File: config.mk
export PLATFORM = sky130hd
export DESIGN_NAME = integer_to_ascii_radix_unit
export DESIGN_NICKNAME = d
export VERILOG_FILES = /design/src/rtl/core/itoa_pkg.sv /design/src/rtl/core/itoa_front.sv /design/src/rtl/core/itoa_queue.sv /design/src/rtl/core/itoa_back.sv /design/src/rtl/core/integer_to_ascii_radix_unit.sv
export SDC_FILE = /design/constraint.sdc
export NUM_CORES = 1
export LEC_CHECK = 0
export BUFFER_PORTS_ARGS = -buffer_cell sky130_fd_sc_hd__buf_2
export CAP_MARGIN = 20
export CORE_MARGIN = 5
export CORE_UTILIZATION = 61
export CTS_CLUSTER_SIZE = 10
export DETAILED_ROUTE_END_ITERATION = 16
export PLACE_DENSITY = 0.89
export SYNTH_ARGS = -nofsm -noshare
export SYNTH_HDL_FRONTEND = slang
export SYNTH_SLANG_ARGS = --single-unit
File: constraint.sdc
create_clock -name clk -period 21.9 [get_ports clk]
set_clock_uncertainty 0.1 [all_clocks]
set_input_delay 4.38 -clock clk [delete_from_list [all_inputs] [get_ports clk]]
set_output_delay 4.38 -clock clk [all_outputs]
set_load 0.02 [all_outputs]
File: src/rtl/core/itoa_pkg.sv
// shared types, constants and helpers for the integer to ascii radix unit
package itoa_pkg;

    localparam int DEF_VALUE_WIDTH = 32;
    localparam int RADIX_W         = 6;
    localparam int CHAR_W          = 8;
    localparam int DIV_STEPS       = 8;
    localparam int QUEUE_DEPTH     = 2;

    localparam logic [RADIX_W-1:0] RADIX_MIN = 6'd2;
    localparam logic [RADIX_W-1:0] RADIX_MAX = 6'd36;
    localparam logic [RADIX_W-1:0] DECIMAL   = 6'd10;

    localparam logic [CHAR_W-1:0] MINUS_CHAR = 8'h2D;
    localparam logic [CHAR_W-1:0] NUL_CHAR   = 8'h00;
    localparam logic [CHAR_W-1:0] ZERO_CHAR  = 8'h30;
    localparam logic [CHAR_W-1:0] ALPHA_BASE = 8'h57;

    typedef struct packed {
        logic bad_radix;
        logic minus;
    } itoa_class_t;

    localparam int CLASS_W = $bits(itoa_class_t);

    function automatic logic [CHAR_W-1:0] digit_glyph(input logic [RADIX_W-1:0] digit);
        logic [CHAR_W-1:0] d;
        d = {{(CHAR_W-RADIX_W){1'b0}}, digit};
        if (digit < DECIMAL)
        begin
            return ZERO_CHAR + d;
        end
        return ALPHA_BASE + d;
    endfunction

endpackage

File: src/rtl/core/itoa_front.sv
// front end: unpacks an input beat and classifies it into a queue entry
module itoa_front #(
    parameter int VALUE_WIDTH = itoa_pkg::DEF_VALUE_WIDTH,
    parameter int IN_W        = 40,
    parameter int ENTRY_W     = VALUE_WIDTH + itoa_pkg::RADIX_W + itoa_pkg::CLASS_W
) (
    input  logic               s_axis_tvalid,
    output logic               s_axis_tready,
    input  logic [IN_W-1:0]    s_axis_tdata,
    input  logic               q_full,
    output logic               q_push,
    output logic [ENTRY_W-1:0] q_wdata
);

    logic [VALUE_WIDTH-1:0]       value;
    logic [itoa_pkg::RADIX_W-1:0] radix;
    logic [VALUE_WIDTH-1:0]       magnitude;
    itoa_pkg::itoa_class_t        cls;

    always_comb
    begin
        value         = s_axis_tdata[VALUE_WIDTH-1:0];
        radix         = s_axis_tdata[VALUE_WIDTH +: itoa_pkg::RADIX_W];
        magnitude     = value[VALUE_WIDTH-1] ? (~value + 1'b1) : value;
        cls.bad_radix = (radix < itoa_pkg::RADIX_MIN) || (radix > itoa_pkg::RADIX_MAX);
        cls.minus     = value[VALUE_WIDTH-1] && (radix == itoa_pkg::DECIMAL);
        q_wdata       = {cls, radix, magnitude};
        s_axis_tready = !q_full;
        q_push        = s_axis_tvalid && !q_full;
    end

endmodule

File: src/rtl/core/itoa_queue.sv
// two-entry queue between front end and digit engine
module itoa_queue #(
    parameter int DATA_W = 40
) (
    input  logic              clk,
    input  logic              rst_n,
    input  logic              push,
    input  logic [DATA_W-1:0] wdata,
    input  logic              pop,
    output logic [DATA_W-1:0] rdata,
    output logic              full,
    output logic              empty
);

    localparam int PTR_W  = $clog2(itoa_pkg::QUEUE_DEPTH);
    localparam int FILL_W = $clog2(itoa_pkg::QUEUE_DEPTH + 1);

    logic [DATA_W-1:0] entries_reg [itoa_pkg::QUEUE_DEPTH];
    logic [PTR_W-1:0]  wr_ptr_reg;
    logic [PTR_W-1:0]  rd_ptr_reg;
    logic [FILL_W-1:0] fill_reg;
    logic              do_push;
    logic              do_pop;

    assign full    = (fill_reg == FILL_W'(itoa_pkg::QUEUE_DEPTH));
    assign empty   = (fill_reg == '0);
    assign rdata   = entries_reg[rd_ptr_reg];
    assign do_push = push && !full;
    assign do_pop  = pop && !empty;

    always_ff @(posedge clk)
    begin
        if (do_push)
        begin
            entries_reg[wr_ptr_reg] <= wdata;
        end
    end

    always_ff @(posedge clk or negedge rst_n)
    begin
        if (!rst_n)
        begin
            wr_ptr_reg <= '0;
            rd_ptr_reg <= '0;
            fill_reg   <= '0;
        end
        else
        begin
            if (do_push)
            begin
                wr_ptr_reg <= (wr_ptr_reg == PTR_W'(itoa_pkg::QUEUE_DEPTH - 1)) ?
                              '0 : wr_ptr_reg + 1'b1;
            end
            if (do_pop)
            begin
                rd_ptr_reg <= (rd_ptr_reg == PTR_W'(itoa_pkg::QUEUE_DEPTH - 1)) ?
                              '0 : rd_ptr_reg + 1'b1;
            end
            if (do_push && !do_pop)
            begin
                fill_reg <= fill_reg + 1'b1;
            end
            else if (do_pop && !do_push)
            begin
                fill_reg <= fill_reg - 1'b1;
            end
        end
    end

endmodule

File: src/rtl/core/itoa_back.sv
// digit engine: divides out digits, stacks them, emits characters msd first
module itoa_back #(
    parameter int VALUE_WIDTH = itoa_pkg::DEF_VALUE_WIDTH,
    parameter int ENTRY_W     = VALUE_WIDTH + itoa_pkg::RADIX_W + itoa_pkg::CLASS_W
) (
    input  logic                        clk,
    input  logic                        rst_n,
    input  logic                        q_empty,
    input  logic [ENTRY_W-1:0]          q_rdata,
    output logic                        q_pop,
    output logic                        m_axis_tvalid,
    input  logic                        m_axis_tready,
    output logic [itoa_pkg::CHAR_W-1:0] m_axis_tdata,
    output logic                        m_axis_tlast
);

    localparam int RW     = itoa_pkg::RADIX_W;
    localparam int STEPS  = itoa_pkg::DIV_STEPS;
    localparam int PASSES = (VALUE_WIDTH + STEPS - 1) / STEPS;
    localparam int WORK_W = PASSES * STEPS;
    localparam int PASS_W = $clog2(PASSES + 1);
    localparam int CNT_W  = $clog2(VALUE_WIDTH + 1);
    localparam int AW     = $clog2(VALUE_WIDTH);

    typedef enum logic [2:0] {
        ST_IDLE,
        ST_DIV,
        ST_SIGN,
        ST_READ,
        ST_HOLD,
        ST_TERM
    } state_t;

    state_t                     state_reg;
    logic [WORK_W-1:0]          work_reg;
    logic [WORK_W-1:0]          work_next;
    logic [RW-1:0]              rem_reg;
    logic [RW-1:0]              rem_next;
    logic [RW-1:0]              radix_reg;
    itoa_pkg::itoa_class_t      cls_reg;
    logic [PASS_W-1:0]          pass_reg;
    logic [CNT_W-1:0]           count_reg;
    logic                       out_valid_reg;
    logic [itoa_pkg::CHAR_W-1:0] out_char_reg;
    logic                       out_last_reg;
    logic [RW-1:0]              digit_mem [VALUE_WIDTH];
    logic [RW-1:0]              rd_data_reg;
    logic                       out_free;
    logic                       out_load;
    logic                       last_pass;
    logic                       mem_wr;
    logic                       mem_rd;
    logic [RW:0]                trial;

    itoa_pkg::itoa_class_t      q_cls;
    logic [RW-1:0]              q_radix;
    logic [VALUE_WIDTH-1:0]     q_mag;

    assign {q_cls, q_radix, q_mag} = q_rdata;

    assign out_free      = !out_valid_reg || m_axis_tready;
    assign out_load      = out_free && (((state_reg == ST_SIGN) && cls_reg.minus) ||
                                        (state_reg == ST_HOLD) || (state_reg == ST_TERM));
    assign last_pass     = (pass_reg == PASS_W'(PASSES - 1));
    assign q_pop         = (state_reg == ST_IDLE) && !q_empty;
    assign mem_wr        = (state_reg == ST_DIV) && last_pass;
    assign mem_rd        = (state_reg == ST_READ) && (count_reg != '0);
    assign m_axis_tvalid = out_valid_reg;
    assign m_axis_tdata  = out_char_reg;
    assign m_axis_tlast  = out_last_reg;

    // restoring division, several quotient bits per cycle
    always_comb
    begin
        work_next = work_reg;
        rem_next  = rem_reg;
        trial     = '0;
        for (int i = 0; i < STEPS; i++)
        begin
            trial     = {rem_next, work_next[WORK_W-1]};
            work_next = {work_next[WORK_W-2:0], 1'b0};
            if (trial >= {1'b0, radix_reg})
            begin
                trial        = trial - {1'b0, radix_reg};
                work_next[0] = 1'b1;
            end
            rem_next = trial[RW-1:0];
        end
    end

    always_ff @(posedge clk)
    begin
        if (mem_wr)
        begin
            digit_mem[count_reg[AW-1:0]] <= rem_next;
        end
        if (mem_rd)
        begin
            rd_data_reg <= digit_mem[AW'(count_reg - 1'b1)];
        end
    end

    always_ff @(posedge clk or negedge rst_n)
    begin
        if (!rst_n)
        begin
            state_reg     <= ST_IDLE;
            out_valid_reg <= 1'b0;
            out_char_reg  <= '0;
            out_last_reg  <= 1'b0;
            work_reg      <= '0;
            rem_reg       <= '0;
            radix_reg     <= '0;
            cls_reg       <= '0;
            pass_reg      <= '0;
            count_reg     <= '0;
        end
        else
        begin
            if (out_load)
            begin
                out_valid_reg <= 1'b1;
            end
            else if (m_axis_tready)
            begin
                out_valid_reg <= 1'b0;
            end
            case (state_reg)
                ST_IDLE:
                begin
                    if (!q_empty)
                    begin
                        work_reg  <= {{(WORK_W-VALUE_WIDTH){1'b0}}, q_mag};
                        rem_reg   <= '0;
                        radix_reg <= q_radix;
                        cls_reg   <= q_cls;
                        pass_reg  <= '0;
                        count_reg <= '0;
                        state_reg <= q_cls.bad_radix ? ST_TERM : ST_DIV;
                    end
                end
                ST_DIV:
                begin
                    work_reg <= work_next;
                    if (last_pass)
                    begin
                        rem_reg   <= '0;
                        pass_reg  <= '0;
                        count_reg <= count_reg + 1'b1;
                        if (work_next == '0)
                        begin
                            state_reg <= ST_SIGN;
                        end
                    end
                    else
                    begin
                        rem_reg  <= rem_next;
                        pass_reg <= pass_reg + 1'b1;
                    end
                end
                ST_SIGN:
                begin
                    if (!cls_reg.minus)
                    begin
                        state_reg <= ST_READ;
                    end
                    else if (out_free)
                    begin
                        out_char_reg  <= itoa_pkg::MINUS_CHAR;
                        out_last_reg  <= 1'b0;
                        state_reg     <= ST_READ;
                    end
                end
                ST_READ:
                begin
                    if (count_reg == '0)
                    begin
                        state_reg <= ST_TERM;
                    end
                    else
                    begin
                        count_reg <= count_reg - 1'b1;
                        state_reg <= ST_HOLD;
                    end
                end
                ST_HOLD:
                begin
                    if (out_free)
                    begin
                        out_char_reg  <= itoa_pkg::digit_glyph(rd_data_reg);
                        out_last_reg  <= 1'b0;
                        state_reg     <= ST_READ;
                    end
                end
                ST_TERM:
                begin
                    if (out_free)
                    begin
                        out_char_reg  <= itoa_pkg::NUL_CHAR;
                        out_last_reg  <= 1'b1;
                        state_reg     <= ST_IDLE;
                    end
                end
                default:
                begin
                    state_reg <= ST_IDLE;
                end
            endcase
        end
    end

endmodule

File: src/rtl/core/integer_to_ascii_radix_unit.sv
// top level of the integer to ascii radix unit
// Converts a signed integer to its ASCII text in a base from 2 to 36.
// Input stream (s_axis): one beat per number, value in the low bits and the
// radix above it. Output stream (m_axis): one beat per character, most
// significant digit first, lower-case letters for digits 10 to 35, a leading
// '-' only for negative values in base 10, and a closing NUL beat with tlast.
// Any other radix yields only the NUL beat.
// The front end classifies each number into a two-entry queue, so up to two
// numbers are taken while the digit engine is still busy or stalled.
// Each digit is divided out by the shared divider, which retires 8 quotient
// bits per cycle; digits go to a small stack memory and are read back, last
// digit found first, while the previous character waits on the output.
// Reset empties the queue and drops any half-sent string.
// When m_axis_tready is low the current character holds and the engine waits
// to send; the input side keeps taking beats until the queue is full.
module integer_to_ascii_radix_unit #(
    parameter int VALUE_WIDTH = itoa_pkg::DEF_VALUE_WIDTH
) (
    input  logic                        clk,
    input  logic                        rst_n,
    input  logic                        s_axis_tvalid,
    output logic                        s_axis_tready,
    // value, radix
    input  logic [((VALUE_WIDTH + itoa_pkg::RADIX_W + 7) / 8) * 8 - 1:0] s_axis_tdata,
    output logic                        m_axis_tvalid,
    input  logic                        m_axis_tready,
    // character
    output logic [itoa_pkg::CHAR_W-1:0] m_axis_tdata,
    output logic                        m_axis_tlast
);

    localparam int IN_W    = ((VALUE_WIDTH + itoa_pkg::RADIX_W + 7) / 8) * 8;
    localparam int ENTRY_W = VALUE_WIDTH + itoa_pkg::RADIX_W + itoa_pkg::CLASS_W;

    logic               q_push;
    logic               q_pop;
    logic               q_full;
    logic               q_empty;
    logic [ENTRY_W-1:0] q_wdata;
    logic [ENTRY_W-1:0] q_rdata;

    itoa_front #(
        .VALUE_WIDTH (VALUE_WIDTH),
        .IN_W        (IN_W),
        .ENTRY_W     (ENTRY_W)
    ) u_front (
        .s_axis_tvalid (s_axis_tvalid),
        .s_axis_tready (s_axis_tready),
        .s_axis_tdata  (s_axis_tdata),
        .q_full        (q_full),
        .q_push        (q_push),
        .q_wdata       (q_wdata)
    );

    itoa_queue #(
        .DATA_W (ENTRY_W)
    ) u_queue (
        .clk   (clk),
        .rst_n (rst_n),
        .push  (q_push),
        .wdata (q_wdata),
        .pop   (q_pop),
        .rdata (q_rdata),
        .full  (q_full),
        .empty (q_empty)
    );

    itoa_back #(
        .VALUE_WIDTH (VALUE_WIDTH),
        .ENTRY_W     (ENTRY_W)
    ) u_back (
        .clk           (clk),
        .rst_n         (rst_n),
        .q_empty       (q_empty),
        .q_rdata       (q_rdata),
        .q_pop         (q_pop),
        .m_axis_tvalid (m_axis_tvalid),
        .m_axis_tready (m_axis_tready),
        .m_axis_tdata  (m_axis_tdata),
        .m_axis_tlast  (m_axis_tlast)
    );

    a_last_is_nul: assert property (@(posedge clk) disable iff (!rst_n)
        m_axis_tvalid && m_axis_tlast |-> m_axis_tdata == itoa_pkg::NUL_CHAR)
        else $error("last beat is not nul");

    a_body_is_glyph: assert property (@(posedge clk) disable iff (!rst_n)
        m_axis_tvalid && !m_axis_tlast |->
            (m_axis_tdata == itoa_pkg::MINUS_CHAR) ||
            (m_axis_tdata >= 8'h30 && m_axis_tdata <= 8'h39) ||
            (m_axis_tdata >= 8'h61 && m_axis_tdata <= 8'h7A))
        else $error("body beat is not a digit or sign");

    a_pop_not_empty: assert property (@(posedge clk) disable iff (!rst_n)
        q_pop |-> !q_empty)
        else $error("queue popped while empty");

    a_push_not_full: assert property (@(posedge clk) disable iff (!rst_n)
        q_full && !q_pop |=> q_full)
        else $error("queue entry lost while full");

endmodule
==> results.py <==
metrics = {
    "sta": {
        "maxSlewViolCount": 0,
        "fin_setup_tns_ns": 0,
        "period_minus_slack_ns": 19.14,
        "fin_ws_ns": 2.758,
        "fmax_mhz": 52.24,
        "max-slew-margin-rel_pct": 32.81,
        "hold_viol_final": 0,
        "setup_viol": 0,
        "fin_crit_sh_pct": 87.41,
        "rsz0062_at_grt": "no",
        "worst_slew_pin_slew_ns": 1.002,
    },
    "global_route": {
        "grt_antenna_before_repair": 1,
        "grt_usage_pct": 25.81,
        "grt_overflow": 0,
        "grt_pass1_wl_mm": 63.16,
        "grt_max_degree": 72,
        "grt_pass1_vias": 11250,
    },
    "hold_path": {
        "hp-class": "reg -> reg",
        "hold_path_startpoint": "u_back.radix_reg[4]",
        "hold_depth": 2,
        "min_to": "u_back.radix_reg[4]",
    },
    "route": {
        "ant_nets": 0,
        "viasPerCell": 6.597,
        "vias": 11190,
        "routed_wirelength_mm": 40.24,
        "drt_iter0_markers": 1413,
        "post_drt_wl_per_cell_um": 23.73,
        "firstDrtPassIters": 6,
        "remaining_drc_errors": 0,
    },
    "synthesis": {
        "synthXorXnorAreaFrac_pct": 3.461,
        "yosysSeqAreaShare_pct": 58.83,
        "syn-cell-area_um2": 17210,
        "synth_top_family_by_area": "multiplexers",
        "avgSynthCellArea_um2": 13.97,
        "postSynthCellCount": 1232,
        "synthTopCellsByArea": "edfxtp_1 49%, dfrtp_1 10%, mux4_2 7.9%",
        "ys_types": 68,
        "synth.top_cell.area_share_pct": 48.51,
        "synth-compound-area-share_pct": 9.313,
        "synthAdderAreaFrac_pct": 5.365,
        "synth_simple_gate_area_share_pct": 7.990,
        "synthFlopType": "edfxtp_1",
        "ys_ff_latch": 349,
        "synth_area_leader_cell": "edfxtp_1",
        "yosys-mux-area-fraction_pct": 12.79,
        "synth-edff-count": 278,
        "synth_nets": 1345,
        "synthArstFlopShare_pct": 20.34,
        "synth_warnings": 0,
    },
    "critical_path": {
        "cp-end-kind": "flip-flop",
        "crit_start": "u_back.radix_reg[1]",
        "critPathRequiredTime_ns": 22.01,
        "cp.arrival_ns": 19.25,
        "rrSetupSlack_ns": 2.76,
        "regToRegEndpoint": "u_back.digit_mem[5][2]",
        "cp_slowest_cell": "mux2_2",
        "slowest_delay_ns": 0.82,
        "ff2ff_path_depth": 72,
        "worst-setup-path-type": "reg -> reg",
        "path_max_fanout": 33,
        "regToRegStartpoint": "u_back.radix_reg[1]",
        "startpoint_type": "flip-flop",
    },
    "floorplan": {
        "start_util_pct": 61.78,
        "die_h_um": 178.0,
        "die-width_um": 178.0,
        "die-area_um2": 31670,
        "placementRows": 61,
        "coreArea_um2": 27860,
        "io_pins": 55,
    },
    "placement": {
        "gp_congestion": 0.8715,
        "post-dp-hpwl_mm": 26.03,
        "pre_cts_ws_ns": 3.022,
        "io_buffers": 52,
    },
    "clock_tree": {
        "htree_levels": 2,
        "clock_sinks": 349,
        "cts.clk_slew.worst_paths_ns": 0.05,
        "cts_hold_buf": 0,
        "numCtsBuffers": 41,
        "cts_resized": 0,
        "clk_latency_ns": 0.53,
        "tritoncts": "built",
        "clk_path_buf_depth": 3,
        "cts_setup_buffers": 0,
        "root_buffer": "clkbuf_16",
    },
    "cells_and_area": {
        "fin_nets": 1406,
        "syn_to_final_growth_pct": 10.69,
        "drive_gt1_share_pct": 18.22,
        "multiInputGateArea_um2": 6724,
        "final_util_pct": 68.39,
        "fill_cells": 1750,
        "largest_reg_flops": 192,
        "seqCellArea_um2": 10130,
    },
    "status": {
        "status": "finished clean",
    },
    "flow_run": {
        "drv_cap": 0,
    },
}
-- logic make-up after synthesis --
| kind of cell | Yosys count |
|---|---|
| compound gates | 228 |
| xor+xnor | 68 |
| fa+ha+maj | 69 |
| buf+inv | 97 |
| flops | 349 |
| mux | 139 |
| simple gates | 282 |
-- worst max-delay path, delay by kind of cell (launching register included) --
family	cells	cell delay (ns)
and+or+nand+nor	16	3.18
muxes	8	3.47
buffers and inverters	6	1.03
AOI/OAI and AO/OA	34	7.73
DFF	1	0.77
adders and majority gates	8	2.49
-- area by class of cell --
type / count / share of cell area, %
antenna: 1 / 0.01314
tap: 378 / 2.483
clock inverter: 4 / 0.1642
timing repair buffer: 64 / 2.062
multi-input combinational: 786 / 35.29
sequential: 349 / 53.16
clock buffer: 63 / 5.819
inverter: 51 / 1.005
-- worst max path at each step --
stage	to	slack [ns]	cells after the start
after floorplan	u_back.digit_mem[0][0]	5.06	75
after global placement	u_back.digit_mem[5][3]	3.53	71
after detailed placement	u_back.digit_mem[5][3]	3.02	71
after CTS	u_back.digit_mem[2][4]	2.91	72
after global routing	u_back.digit_mem[2][4]	1.39	72
final	u_back.digit_mem[5][2]	2.76	72
-- synth_stat cells (17+ instances only) --
library cell,n
ha_1,61
xnor2_1,52
o31ai_1,18
nand2_1,83
mux2_2,31
nor2_1,78
nor2b_1,19
o21ai_0,47
dfrtp_1,71
mux2i_1,44
nand2b_1,17
mux4_2,60
a21oi_1,45
clkbuf_1,37
inv_1,50
edfxtp_1,278
-- cells in the final DEF, fill, tap and decap left out, types with 9 or more instances in the layout --
master and n:
mux2_2 31, nor2b_1 19, clkbuf_16 41, nor2_1 77, ha_1 60, o31ai_1 18
dfrtp_1 69, buf_2 51, mux2i_1 42, inv_1 50, xor2_1 16, nor4_1 16
clkbuf_1 22, o221a_2 16, nand2_1 83, nand2b_1 17, or3_1 10, a22o_1 11
edfxtp_1 278, a21o_1 15, xnor2_1 51, o21a_1 9, o21ai_0 47, buf_4 10
a21oi_1 45, nand3_1 11, mux4_2 60, nor3_1 9, nand3b_1 9
-- routing by layer --
layer  global-route usage (%)  part of all wire [%]  vias to the layer above  wire length, um
met5                        0                     0                        -                0
met4                    9.700                   3.8                        0             1535
met3                    4.790                   9.1                      131             3649
met2                    42.01                    48                      691            19460
met1                    35.17                    39                     5486            15600
li1                         -                     -                     4880                -
-- through the flow --
stage	instance area, um2	hold WS (ns)	cells
floorplan	17210	0.3496	1232
global placement	17850	0.3619	1625
detailed placement	17890	0.3710	1627
CTS	19030	0.3944	1694
global route	19050	0.4060	1695
finish	19050	0.3938	1696
Power is left out: the tool's default activity adds up to more than one toggle a clock period on the data nets, which glitch-free logic cannot reach.
